[config.mk]
export PLATFORM = sky130hd
export DESIGN_NAME = slot_table_first_free_match_read_flat
export DESIGN_NICKNAME = d
export VERILOG_FILES = /design/src/design/stft_pkg.sv /design/src/design/stft_req_if.sv /design/src/design/stft_rsp_if.sv /design/src/design/stft_cell.sv /design/src/design/slot_table_first_free_match_read.sv /design/src/flat_wrapper.sv
export SDC_FILE = /design/constraint.sdc
export NUM_CORES = 2
export LEC_CHECK = 0
export BUFFER_PORTS_ARGS = -buffer_cell sky130_fd_sc_hd__buf_2
export CAP_MARGIN = 5
export CORE_MARGIN = 2
export CORE_UTILIZATION = 62
export DETAILED_ROUTE_END_ITERATION = 10
export PLACE_DENSITY = 0.85
export SLEW_MARGIN = 20
export SYNTH_ARGS = -nofsm -noshare
export SYNTH_HDL_FRONTEND = slang
export SYNTH_SLANG_ARGS = --single-unit
[constraint.sdc]
create_clock -name clk -period 153.8 [get_ports clk]
set_input_delay 7.69 -clock clk [delete_from_list [all_inputs] [get_ports clk]]
set_output_delay 7.69 -clock clk [all_outputs]
set_load 0.05 [all_outputs]
[src/design/stft_pkg.sv]
package stft_pkg;

  localparam int SLOTS_DEFAULT = 16;
  localparam int KEY_W = 31;
  localparam int SIG_W = 8;
  localparam int PAY_W = 32;

  typedef logic [1:0] func_t;
  localparam func_t FUNC_WRITE     = 2'd0;
  localparam func_t FUNC_RD_WALLET = 2'd1;
  localparam func_t FUNC_RD_TXID   = 2'd2;

  typedef logic [1:0] status_t;
  localparam status_t STATUS_STORED = 2'd0;
  localparam status_t STATUS_FULL   = 2'd1;
  localparam status_t STATUS_FOUND  = 2'd2;
  localparam status_t STATUS_NONE   = 2'd3;

  typedef struct packed {
    logic [KEY_W-1:0] tx_id;
    logic [SIG_W-1:0] wallet_sig;
    logic [SIG_W-1:0] server_sig;
    logic [PAY_W-1:0] payload;
  } rec_t;

  // request moving down the row of slots
  typedef struct packed {
    logic             valid;
    func_t            func;
    logic [KEY_W-1:0] key;
    rec_t             rec;
    logic             done;
    rec_t             res;
  } token_t;

endpackage

[src/design/stft_req_if.sv]
interface stft_req_if;
  logic                         valid;
  logic                         ready;
  stft_pkg::func_t              func;
  logic [stft_pkg::KEY_W-1:0]   match_key;
  logic [stft_pkg::KEY_W-1:0]   in_tx_id;
  logic [stft_pkg::SIG_W-1:0]   in_wallet_sig;
  logic [stft_pkg::SIG_W-1:0]   in_server_sig;
  logic [stft_pkg::PAY_W-1:0]   in_payload;

  modport source (
    output valid, func, match_key, in_tx_id, in_wallet_sig, in_server_sig, in_payload,
    input  ready
  );
  modport sink (
    input  valid, func, match_key, in_tx_id, in_wallet_sig, in_server_sig, in_payload,
    output ready
  );
endinterface

[src/design/stft_rsp_if.sv]
interface stft_rsp_if;
  logic                         valid;
  logic                         ready;
  stft_pkg::status_t            status;
  logic [stft_pkg::KEY_W-1:0]   out_tx_id;
  logic [stft_pkg::SIG_W-1:0]   out_wallet_sig;
  logic [stft_pkg::SIG_W-1:0]   out_server_sig;
  logic [stft_pkg::PAY_W-1:0]   out_payload;

  modport source (
    output valid, status, out_tx_id, out_wallet_sig, out_server_sig, out_payload,
    input  ready
  );
  modport sink (
    input  valid, status, out_tx_id, out_wallet_sig, out_server_sig, out_payload,
    output ready
  );
endinterface

[src/design/stft_cell.sv]
module stft_cell (
  input  logic             clk,
  input  logic             rst,
  input  logic             adv,
  input  stft_pkg::token_t tok_in,
  output stft_pkg::token_t tok_out
);

  logic             slot_valid;
  stft_pkg::rec_t   slot_rec;
  stft_pkg::token_t tok;
  stft_pkg::token_t tok_next;
  logic             key_hit;
  logic             hit_wr;
  logic             hit_rd;

  always_comb begin
    case (tok_in.func)
      stft_pkg::FUNC_RD_WALLET: begin
        key_hit = (tok_in.key ==
                   {{(stft_pkg::KEY_W - stft_pkg::SIG_W){1'b0}}, slot_rec.wallet_sig});
      end
      stft_pkg::FUNC_RD_TXID: begin
        key_hit = (tok_in.key == slot_rec.tx_id);
      end
      default: begin
        key_hit = 1'b0;
      end
    endcase
    hit_wr = tok_in.valid && !tok_in.done && (tok_in.func == stft_pkg::FUNC_WRITE) &&
             !slot_valid;
    hit_rd = tok_in.valid && !tok_in.done && slot_valid && key_hit;
    tok_next = tok_in;
    if (hit_wr) begin
      tok_next.done = 1'b1;
    end
    if (hit_rd) begin
      tok_next.done = 1'b1;
      tok_next.res  = slot_rec;
    end
  end

  always_ff @(posedge clk) begin
    if (rst) begin
      slot_valid <= 1'b0;
      tok.valid  <= 1'b0;
    end else if (adv) begin
      tok <= tok_next;
      if (hit_wr) begin
        slot_valid <= 1'b1;
      end else if (hit_rd) begin
        slot_valid <= 1'b0;
      end
    end
  end

  always_ff @(posedge clk) begin
    if (adv && hit_wr) begin
      slot_rec <= tok_in.rec;
    end
  end

  assign tok_out = tok;

endmodule

[src/design/slot_table_first_free_match_read.sv]
// path: the token register of each slot cell in turn, then the result register
// throughput: one request per cycle unless stalled, set by the row of slot cells
// one stage per slot; a stalled result freezes the whole row until it is taken
// reset: synchronous, clears the slot and stage valid bits and the result valid bit
module slot_table_first_free_match_read #(
  parameter int SLOTS = stft_pkg::SLOTS_DEFAULT
) (
  input logic        clk,
  input logic        rst,
  stft_req_if.sink   req,
  stft_rsp_if.source rsp
);

  stft_pkg::token_t   tok [0:SLOTS];
  logic               adv;
  logic               out_valid;
  stft_pkg::status_t  out_status;
  stft_pkg::rec_t     out_rec;
  stft_pkg::status_t  status_next;
  stft_pkg::token_t   last;

  assign adv       = !out_valid || rsp.ready;
  assign req.ready = adv;

  always_comb begin
    tok[0]                = '0;
    tok[0].valid          = req.valid;
    tok[0].func           = req.func;
    tok[0].key            = req.match_key;
    tok[0].rec.tx_id      = req.in_tx_id;
    tok[0].rec.wallet_sig = req.in_wallet_sig;
    tok[0].rec.server_sig = req.in_server_sig;
    tok[0].rec.payload    = req.in_payload;
  end

  for (genvar i = 0; i < SLOTS; i++) begin : g_cell
    stft_cell u_cell (
      .clk     (clk),
      .rst     (rst),
      .adv     (adv),
      .tok_in  (tok[i]),
      .tok_out (tok[i+1])
    );
  end

  assign last = tok[SLOTS];

  always_comb begin
    if (last.func == stft_pkg::FUNC_WRITE) begin
      status_next = last.done ? stft_pkg::STATUS_STORED : stft_pkg::STATUS_FULL;
    end else begin
      status_next = last.done ? stft_pkg::STATUS_FOUND : stft_pkg::STATUS_NONE;
    end
  end

  always_ff @(posedge clk) begin
    if (rst) begin
      out_valid <= 1'b0;
    end else if (adv) begin
      out_valid <= last.valid;
    end
  end

  always_ff @(posedge clk) begin
    if (adv) begin
      out_status <= status_next;
      out_rec    <= last.res;
    end
  end

  assign rsp.valid          = out_valid;
  assign rsp.status         = out_status;
  assign rsp.out_tx_id      = out_rec.tx_id;
  assign rsp.out_wallet_sig = out_rec.wallet_sig;
  assign rsp.out_server_sig = out_rec.server_sig;
  assign rsp.out_payload    = out_rec.payload;

endmodule

[src/flat_wrapper.sv]
// flat-port wrapper written by rule: the top's interface ports become plain ports
module slot_table_first_free_match_read_flat 
#(
  parameter int SLOTS = stft_pkg::SLOTS_DEFAULT
)
  (clk, rst, req_valid, req_func, req_match_key, req_in_tx_id, req_in_wallet_sig, req_in_server_sig, req_in_payload, req_ready, rsp_valid, rsp_status, rsp_out_tx_id, rsp_out_wallet_sig, rsp_out_server_sig, rsp_out_payload, rsp_ready);
  stft_req_if req_i ();
  stft_rsp_if rsp_i ();
  input logic clk;
  input logic rst;
  input wire logic [$bits(req_i.valid)-1:0] req_valid;
  input wire logic [$bits(req_i.func)-1:0] req_func;
  input wire logic [$bits(req_i.match_key)-1:0] req_match_key;
  input wire logic [$bits(req_i.in_tx_id)-1:0] req_in_tx_id;
  input wire logic [$bits(req_i.in_wallet_sig)-1:0] req_in_wallet_sig;
  input wire logic [$bits(req_i.in_server_sig)-1:0] req_in_server_sig;
  input wire logic [$bits(req_i.in_payload)-1:0] req_in_payload;
  output wire logic [$bits(req_i.ready)-1:0] req_ready;
  output wire logic [$bits(rsp_i.valid)-1:0] rsp_valid;
  output wire logic [$bits(rsp_i.status)-1:0] rsp_status;
  output wire logic [$bits(rsp_i.out_tx_id)-1:0] rsp_out_tx_id;
  output wire logic [$bits(rsp_i.out_wallet_sig)-1:0] rsp_out_wallet_sig;
  output wire logic [$bits(rsp_i.out_server_sig)-1:0] rsp_out_server_sig;
  output wire logic [$bits(rsp_i.out_payload)-1:0] rsp_out_payload;
  input wire logic [$bits(rsp_i.ready)-1:0] rsp_ready;
  assign req_i.valid = req_valid;
  assign req_i.func = req_func;
  assign req_i.match_key = req_match_key;
  assign req_i.in_tx_id = req_in_tx_id;
  assign req_i.in_wallet_sig = req_in_wallet_sig;
  assign req_i.in_server_sig = req_in_server_sig;
  assign req_i.in_payload = req_in_payload;
  assign req_ready = req_i.ready;
  assign rsp_valid = rsp_i.valid;
  assign rsp_status = rsp_i.status;
  assign rsp_out_tx_id = rsp_i.out_tx_id;
  assign rsp_out_wallet_sig = rsp_i.out_wallet_sig;
  assign rsp_out_server_sig = rsp_i.out_server_sig;
  assign rsp_out_payload = rsp_i.out_payload;
  assign rsp_i.ready = rsp_ready;
  slot_table_first_free_match_read #(.SLOTS(SLOTS)) u_core (.clk(clk), .rst(rst), .req(req_i), .rsp(rsp_i));
endmodule
# Word-level counts from Yosys, hierarchy flattened
# Cells that the tools add are included.
# totals
ff_bits	4340
latchBits	0
mem_bits_rw	0
romBits	0
in_bits	116
output_inout_bits	83
wordCells	598
n_memories	0
# op_classes
addsub	0
mul	0
div_mod_pow	0
n_lt_le_gt_ge	0
n_eq_ne	64
shift	0
n_mux	67
n_bitwise	1
n_reduce_logical	193
# ops
operator	count
$mux W79	15
$eq A31 B31 Y1	16
$eq A31 B8 Y1	16
$logic_and A1 B1 Y1	95
$mux W1	35
$logic_not A2 Y1	17
$reduce_and A2 Y1	17
$eq A2 B1 Y1 const B	16
$eq A2 B2 Y1 const B	16
$logic_not A1 Y1	32
$pmux W1 S2	16
$reduce_bool A2 Y1	16
$reduce_or A2 Y1	15
$mux W2	1
$logic_or A1 B1 Y1	1
$not A1 Y1	1

# Depth between registers and ports, before layout
# logic_depth
ltp_word	6
ltp_mapped	12
depth_no_buf	8

# Cells and area by module
# From an unflattened synthesis, not the netlist that was laid out.
# hier_totals
cells_unflattened	7784
hier_area_um2	162365.7
# by_module_without_submodules
mod	instances	cells_each	area_each_um2	seq_area_each_um2
stft_cell	16	481	9992.1	8177.8
slot_table_first_free_match_read	1	88	2492.4	2452.4

# Least setup slack after synthesis
# No wires, ideal clock.
# synth_path
path_kind	input-to-reg
start	input rsp_ready
end	register, netlist name u_core.g_cell[0].u_cell.tok_out[0]
setup_ps	6409
arrival_ps	130666
required_ps	147391
path_slack_ps	16725
cell_stages	5
path_buffers	3
cell_sequence	nor2b_1 clkbuf_1 buf_1 clkbuf_1 nor2_1
# synth_between
elab_chain_len	2
# synth_lines
element	line_no	rtl
start: declaration	flat_wrapper.sv:25	input wire logic [$bits(rsp_i.ready)-1:0] rsp_ready;
$logic_or A1 B1 Y1	slot_table_first_free_match_read.sv:22	assign adv = !out_valid || rsp.ready;
$reduce_and A2 Y1 (no line)	--	
# Every way passes these cells.
# A chain may end at the register's enable or synchronous reset.

# Final worst setup path
# layout_path
start	input rst
end	register, netlist name u_core.g_cell[2].u_cell.tok_out[98]
# layout_between
elab_chain_len	2
# layout_lines
element	line_no	rtl
start: declaration	flat_wrapper.sv:10	input logic rst;
$not A1 Y1 (no line)	--	
$reduce_and A2 Y1 (no line)	--	
# Every way passes these cells.

==> results list <==
- The critical path is of the in2reg type.
* Total Routed Length: between 200000 and 300000 um
* Cell type with the largest total area after synthesis: edfxtp_1
- Dividing the final minimum period by the clock period gives a little over a tenth.
- Final number of setup-violating endpoints: 0
- CP max FO: between 200 and 250
* Slowest Stage Delay on Critical Path: between 0.9 and 1 ns
* Drt via density: 5.952
* Portion of synthesized cell area occupied by the leading cell type: ~82%
- Root buf cell: clkbuf_16
- Routability-driven placement finished with a final weighted congestion of about 0.93.
- CP startpoint kind: primary input
- The final count of hold timing violations came to 0.
- The startpoint identified for the worst register-to-register timing path is u_core.rsp.valid$_SDFFE_PP0N_.
* Cell repeated most along the worst path: buf_4
- After floorplanning, the core was divided into 184 placement rows.
- The clock network accounts for roughly 40% of the total power.
- Worst-case headroom to the max-slew limit: between 20% and 30%
* Clock input transition at the sequential cells of the worst setup and hold paths: ~0.060 ns
- The count of buffers added on input and output ports is roughly 200.
- Type of element capturing the critical path: flip-flop
- Net switching is about a fifth of the power.
- Initial DRT Pass Iterations: 6
- The internal portion of the total power is 1932 uW.
* Insertion delay to the later sink of the worst-skew pair: 1.00 ns
- Vias in the first global route: between 70000 and 80000
- In this run, flip-flops and latches consume between 50 and 60% of the power.
* Clk sink count: 4340
* Synthesis-to-layout area growth: 11.45%
* FF-to-FF End: u_core.g_cell[2].u_cell.tok_out[98]$_DFFE_PP_
* Synthesis-stage register bit count: around 4300
- In the routed design, unresolved DRC markers number 0.
- Endpoint required time on the critical path: between 150 and 200 ns
- Initial antenna violation count: 3
- In this run the post-CTS setup repair buffer count came out at 0.
* Total GRT Usage: between 20% and 30%
- Switching power of the nets: 484.1 uW
- Die Height: 507.7 um
- In the layout the commonest cells are edfxtp_1, mux2_2, clkbuf_16.
* Post-synthesis cell count: 7606
- Hold-fix buffers, CTS: 0
* Clock tree from TritonCTS: yes
- Depth of the worst register-to-register path: 11
* Most frequent standard cell in the layout excluding fill and tap cells: edfxtp_1
- The total overflow left after global routing is 0.
* Post-synthesis sequential area ratio: roughly 83%
* Fill count: approximately 14000
- Net count of the mapped netlist: 7770
- The flow ran to the end, and the final reports show no timing, DRC or antenna violations.
* Number of levels the H-tree was split into: 5
- Initial Util: ~62%
* Number of cells in the finished layout apart from fillers: ~12000
* Remaining number of nets flagged by the antenna check after routing: 0
- For this run, the leading register cell type out of synthesis is edfxtp_1.
- Combinational logic is responsible for 2.5% of the overall power.
- After synthesis, the share of flip-flops with an asynchronous set or reset is 0%.
- Max-slew violation count: 0
- Number of max-cap violations: 0
* Wire length of the first global-routing pass: around 440000 um
- For the pin with the worst max-slew slack, the measured transition is 1.157 ns.
- Critical-path cell list: buf_2 -> buf_4 -> nor2_4 -> buf_4 -> buf_4 -> buf_12 -> buf_4 -> buf_4 -> buf_12 -> buf_4 -> buf_6 -> buf_4
- Hold/Removal Path Class: reg2reg
* Setup tns final: 0 ns
- Worst-case hold path end point: u_core.g_cell[15].u_cell.slot_rec[10]$_DFFE_PP_
* I/O pins: about 200
* Arrival time reported for the critical path endpoint: roughly 17 ns
* Number of DRC markers in iteration 0: 7197
- Number of distinct library cells after synthesis: 77
- Maximum buffer depth of the clock tree: 4
- Across the routed clock network, the largest skew measured is 0.06122 ns.
* Core region area: about 250000 um2
* Power Density: approximately 14 nW/um2
- Final layout net count: slightly above 8000
- Counting flops with a built-in enable in the synthesized netlist gives between 4000 and 5000.
- Half-perimeter wire length after placement: 179700 um
* Mean Syn Cell Area: around 21 um2
- Static Leak: slightly below 0.06 uW
* Area of the mapped netlist: ~160000 um2
- Worst Min Path Start: u_core.g_cell[14].u_cell.tok_out[90]$_DFFE_PP_
- Setup slack of the worst register-to-register path: about 140 ns
* Slowest cell on the critical path: buf_4
- The floorplan step defined a die boundary enclosing roughly 260000 um2.
* Top cells by area, synth: edfxtp_1, mux2_2, mux2i_1
* Overall via count from detail_route: between 70000 and 80000
- The number of placed instances, taps included, is 11030.
- During synthesis, Yosys emitted a total of 0 warnings.
- Cells with a size suffix above 1 make up 24.17% of the layout.
- Post-CTS sizing: 0
- The worst hold path passes through 0 cells.
- Clock period minus final worst setup slack: about 17 ns
- Routed length per instance: around 25 um
- Largest net degree at the start of global routing: 223
* CTS buffer count: a little over 400
- Highest attainable clock frequency: 59.38 MHz
- Setup repair after global routing left no endpoint under its margin.
* Die Span X: 507.7 um
* Largest vdd supply drop: between 0.01 and 0.015 mV
worst max path at each step:
stage                   start                                                end  cells past startpoint
finish                    rst      u_core.g_cell[2].u_cell.tok_out[98]$_DFFE_PP_                     12
global route              rst      u_core.g_cell[3].u_cell.tok_out[19]$_DFFE_PP_                     12
CTS                       rst      u_core.g_cell[3].u_cell.tok_out[19]$_DFFE_PP_                     12
detailed placement        rst      u_core.g_cell[1].u_cell.tok_out[20]$_DFFE_PP_                     12
global placement          rst  u_core.g_cell[0].u_cell.tok_out[10]$_SDFFCE_PN0P_                     12
floorplan           rsp_ready   u_core.g_cell[0].u_cell.tok_out[0]$_SDFFCE_PN0P_                      5
final cells by class:
cell class	instances	area [um2]	area share, %
antenna	3	7.507	0.004282
clock buffer	500	10710	6.110
clock inverter	234	2077	1.185
inverter	176	663.1	0.3782
multi-input combinational	2893	25840	14.74
sequential	4340	130000	74.15
tap	3348	4189	2.389
timing repair buffer	279	1833	1.046
critical path, delay by kind of cell:
| kind | cells | cell delay, ns |
|---|---|---|
| buf+inv | 11 | 8.13 |
| simple gates | 1 | 0.88 |
registers in the layout, summed over array words and instances, names as in the netlist:
name	flops
u_core.g_cell.u_cell.slot_rec	1264
u_core.rsp.out_payload	32
u_core.g_cell.u_cell.slot_valid	16
u_core.rsp.valid	1
u_core.rsp.out_server_sig	8
u_core.rsp.out_tx_id	31
u_core.g_cell.u_cell.tok_out	2978
u_core.rsp.out_wallet_sig	8
u_core.rsp.status	2
through the flow:
step / worst slack, ns / hold WS (ns) / power, uW / utilization, % / cell area, um2
3_3_place_gp: 136.13 / 0.4021 / 1464 / 64.45 / 162300
5_1_grt: 136.20 / 0.4158 / 2481 / 69.61 / 175300
3_5_place_dp: 135.76 / 0.4045 / 1470 / 64.46 / 162300
2_1_floorplan: 16.72 / 0.4003 / 1598 / - / 157300
4_1_cts: 136.73 / 0.3968 / 2430 / 69.54 / 175100
6_report: 136.96 / 0.4030 / 2416 / 69.61 / 175300
Yosys cell counts (11+ instances only):
| library cell | number |
|---|---|
| nand4_1 | 73 |
| o311ai_0 | 17 |
| nor2b_1 | 51 |
| edfxtp_1 | 4307 |
| o21a_1 | 29 |
| a21boi_0 | 11 |
| a222oi_1 | 13 |
| mux2i_1 | 128 |
| ha_1 | 48 |
| o2111ai_1 | 15 |
| a31oi_1 | 16 |
| a21oi_1 | 67 |
| a2111oi_0 | 15 |
| buf_4 | 16 |
| xor2_1 | 132 |
| nor3_1 | 44 |
| a31o_2 | 17 |
| nor4bb_1 | 21 |
| nand4b_1 | 56 |
| nand2b_1 | 49 |
| mux2_2 | 1036 |
| nand3_1 | 75 |
| nand3b_1 | 19 |
| nand2_1 | 103 |
| or4_1 | 23 |
| mux2_4 | 79 |
| buf_6 | 17 |
| buf_2 | 38 |
| mux2_1 | 70 |
| o22ai_1 | 90 |
| or2_2 | 11 |
| o21ai_0 | 66 |
| inv_1 | 176 |
| a22oi_1 | 29 |
| nor4_1 | 53 |
| clkbuf_1 | 116 |
| dfxtp_1 | 33 |
| nor2_1 | 138 |
| and2_1 | 79 |
| xnor2_1 | 97 |
logic make-up after synthesis:
kind of cell,share of synthesized area (%)
xor+xnor,1.275
simple gates,3.072
fa+ha+maj,0.3818
buf+inv,1.040
mux,9.486
compound gates,2.111
flops,82.64
power groups by stage:
stage,Clock [uW],Sequential [uW],Combinational (uW)
5_1_grt,1020,1390,65.5
6_report,968,1390,60.7
3_5_place_dp,0,1410,58.6
4_1_cts,982,1390,60.3
2_1_floorplan,0,1560,38.1
3_3_place_gp,0,1410,56.8
metal layers:
layer	wire length [um]	global-route usage [%]	up-vias
met5	0	0	-
met4	11240	8.715	0
met3	15640	2.735	658
met2	144800	36.88	2979
met1	120300	31.57	35280
li1	-	-	31160
Power figures use the tool's default switching activity.
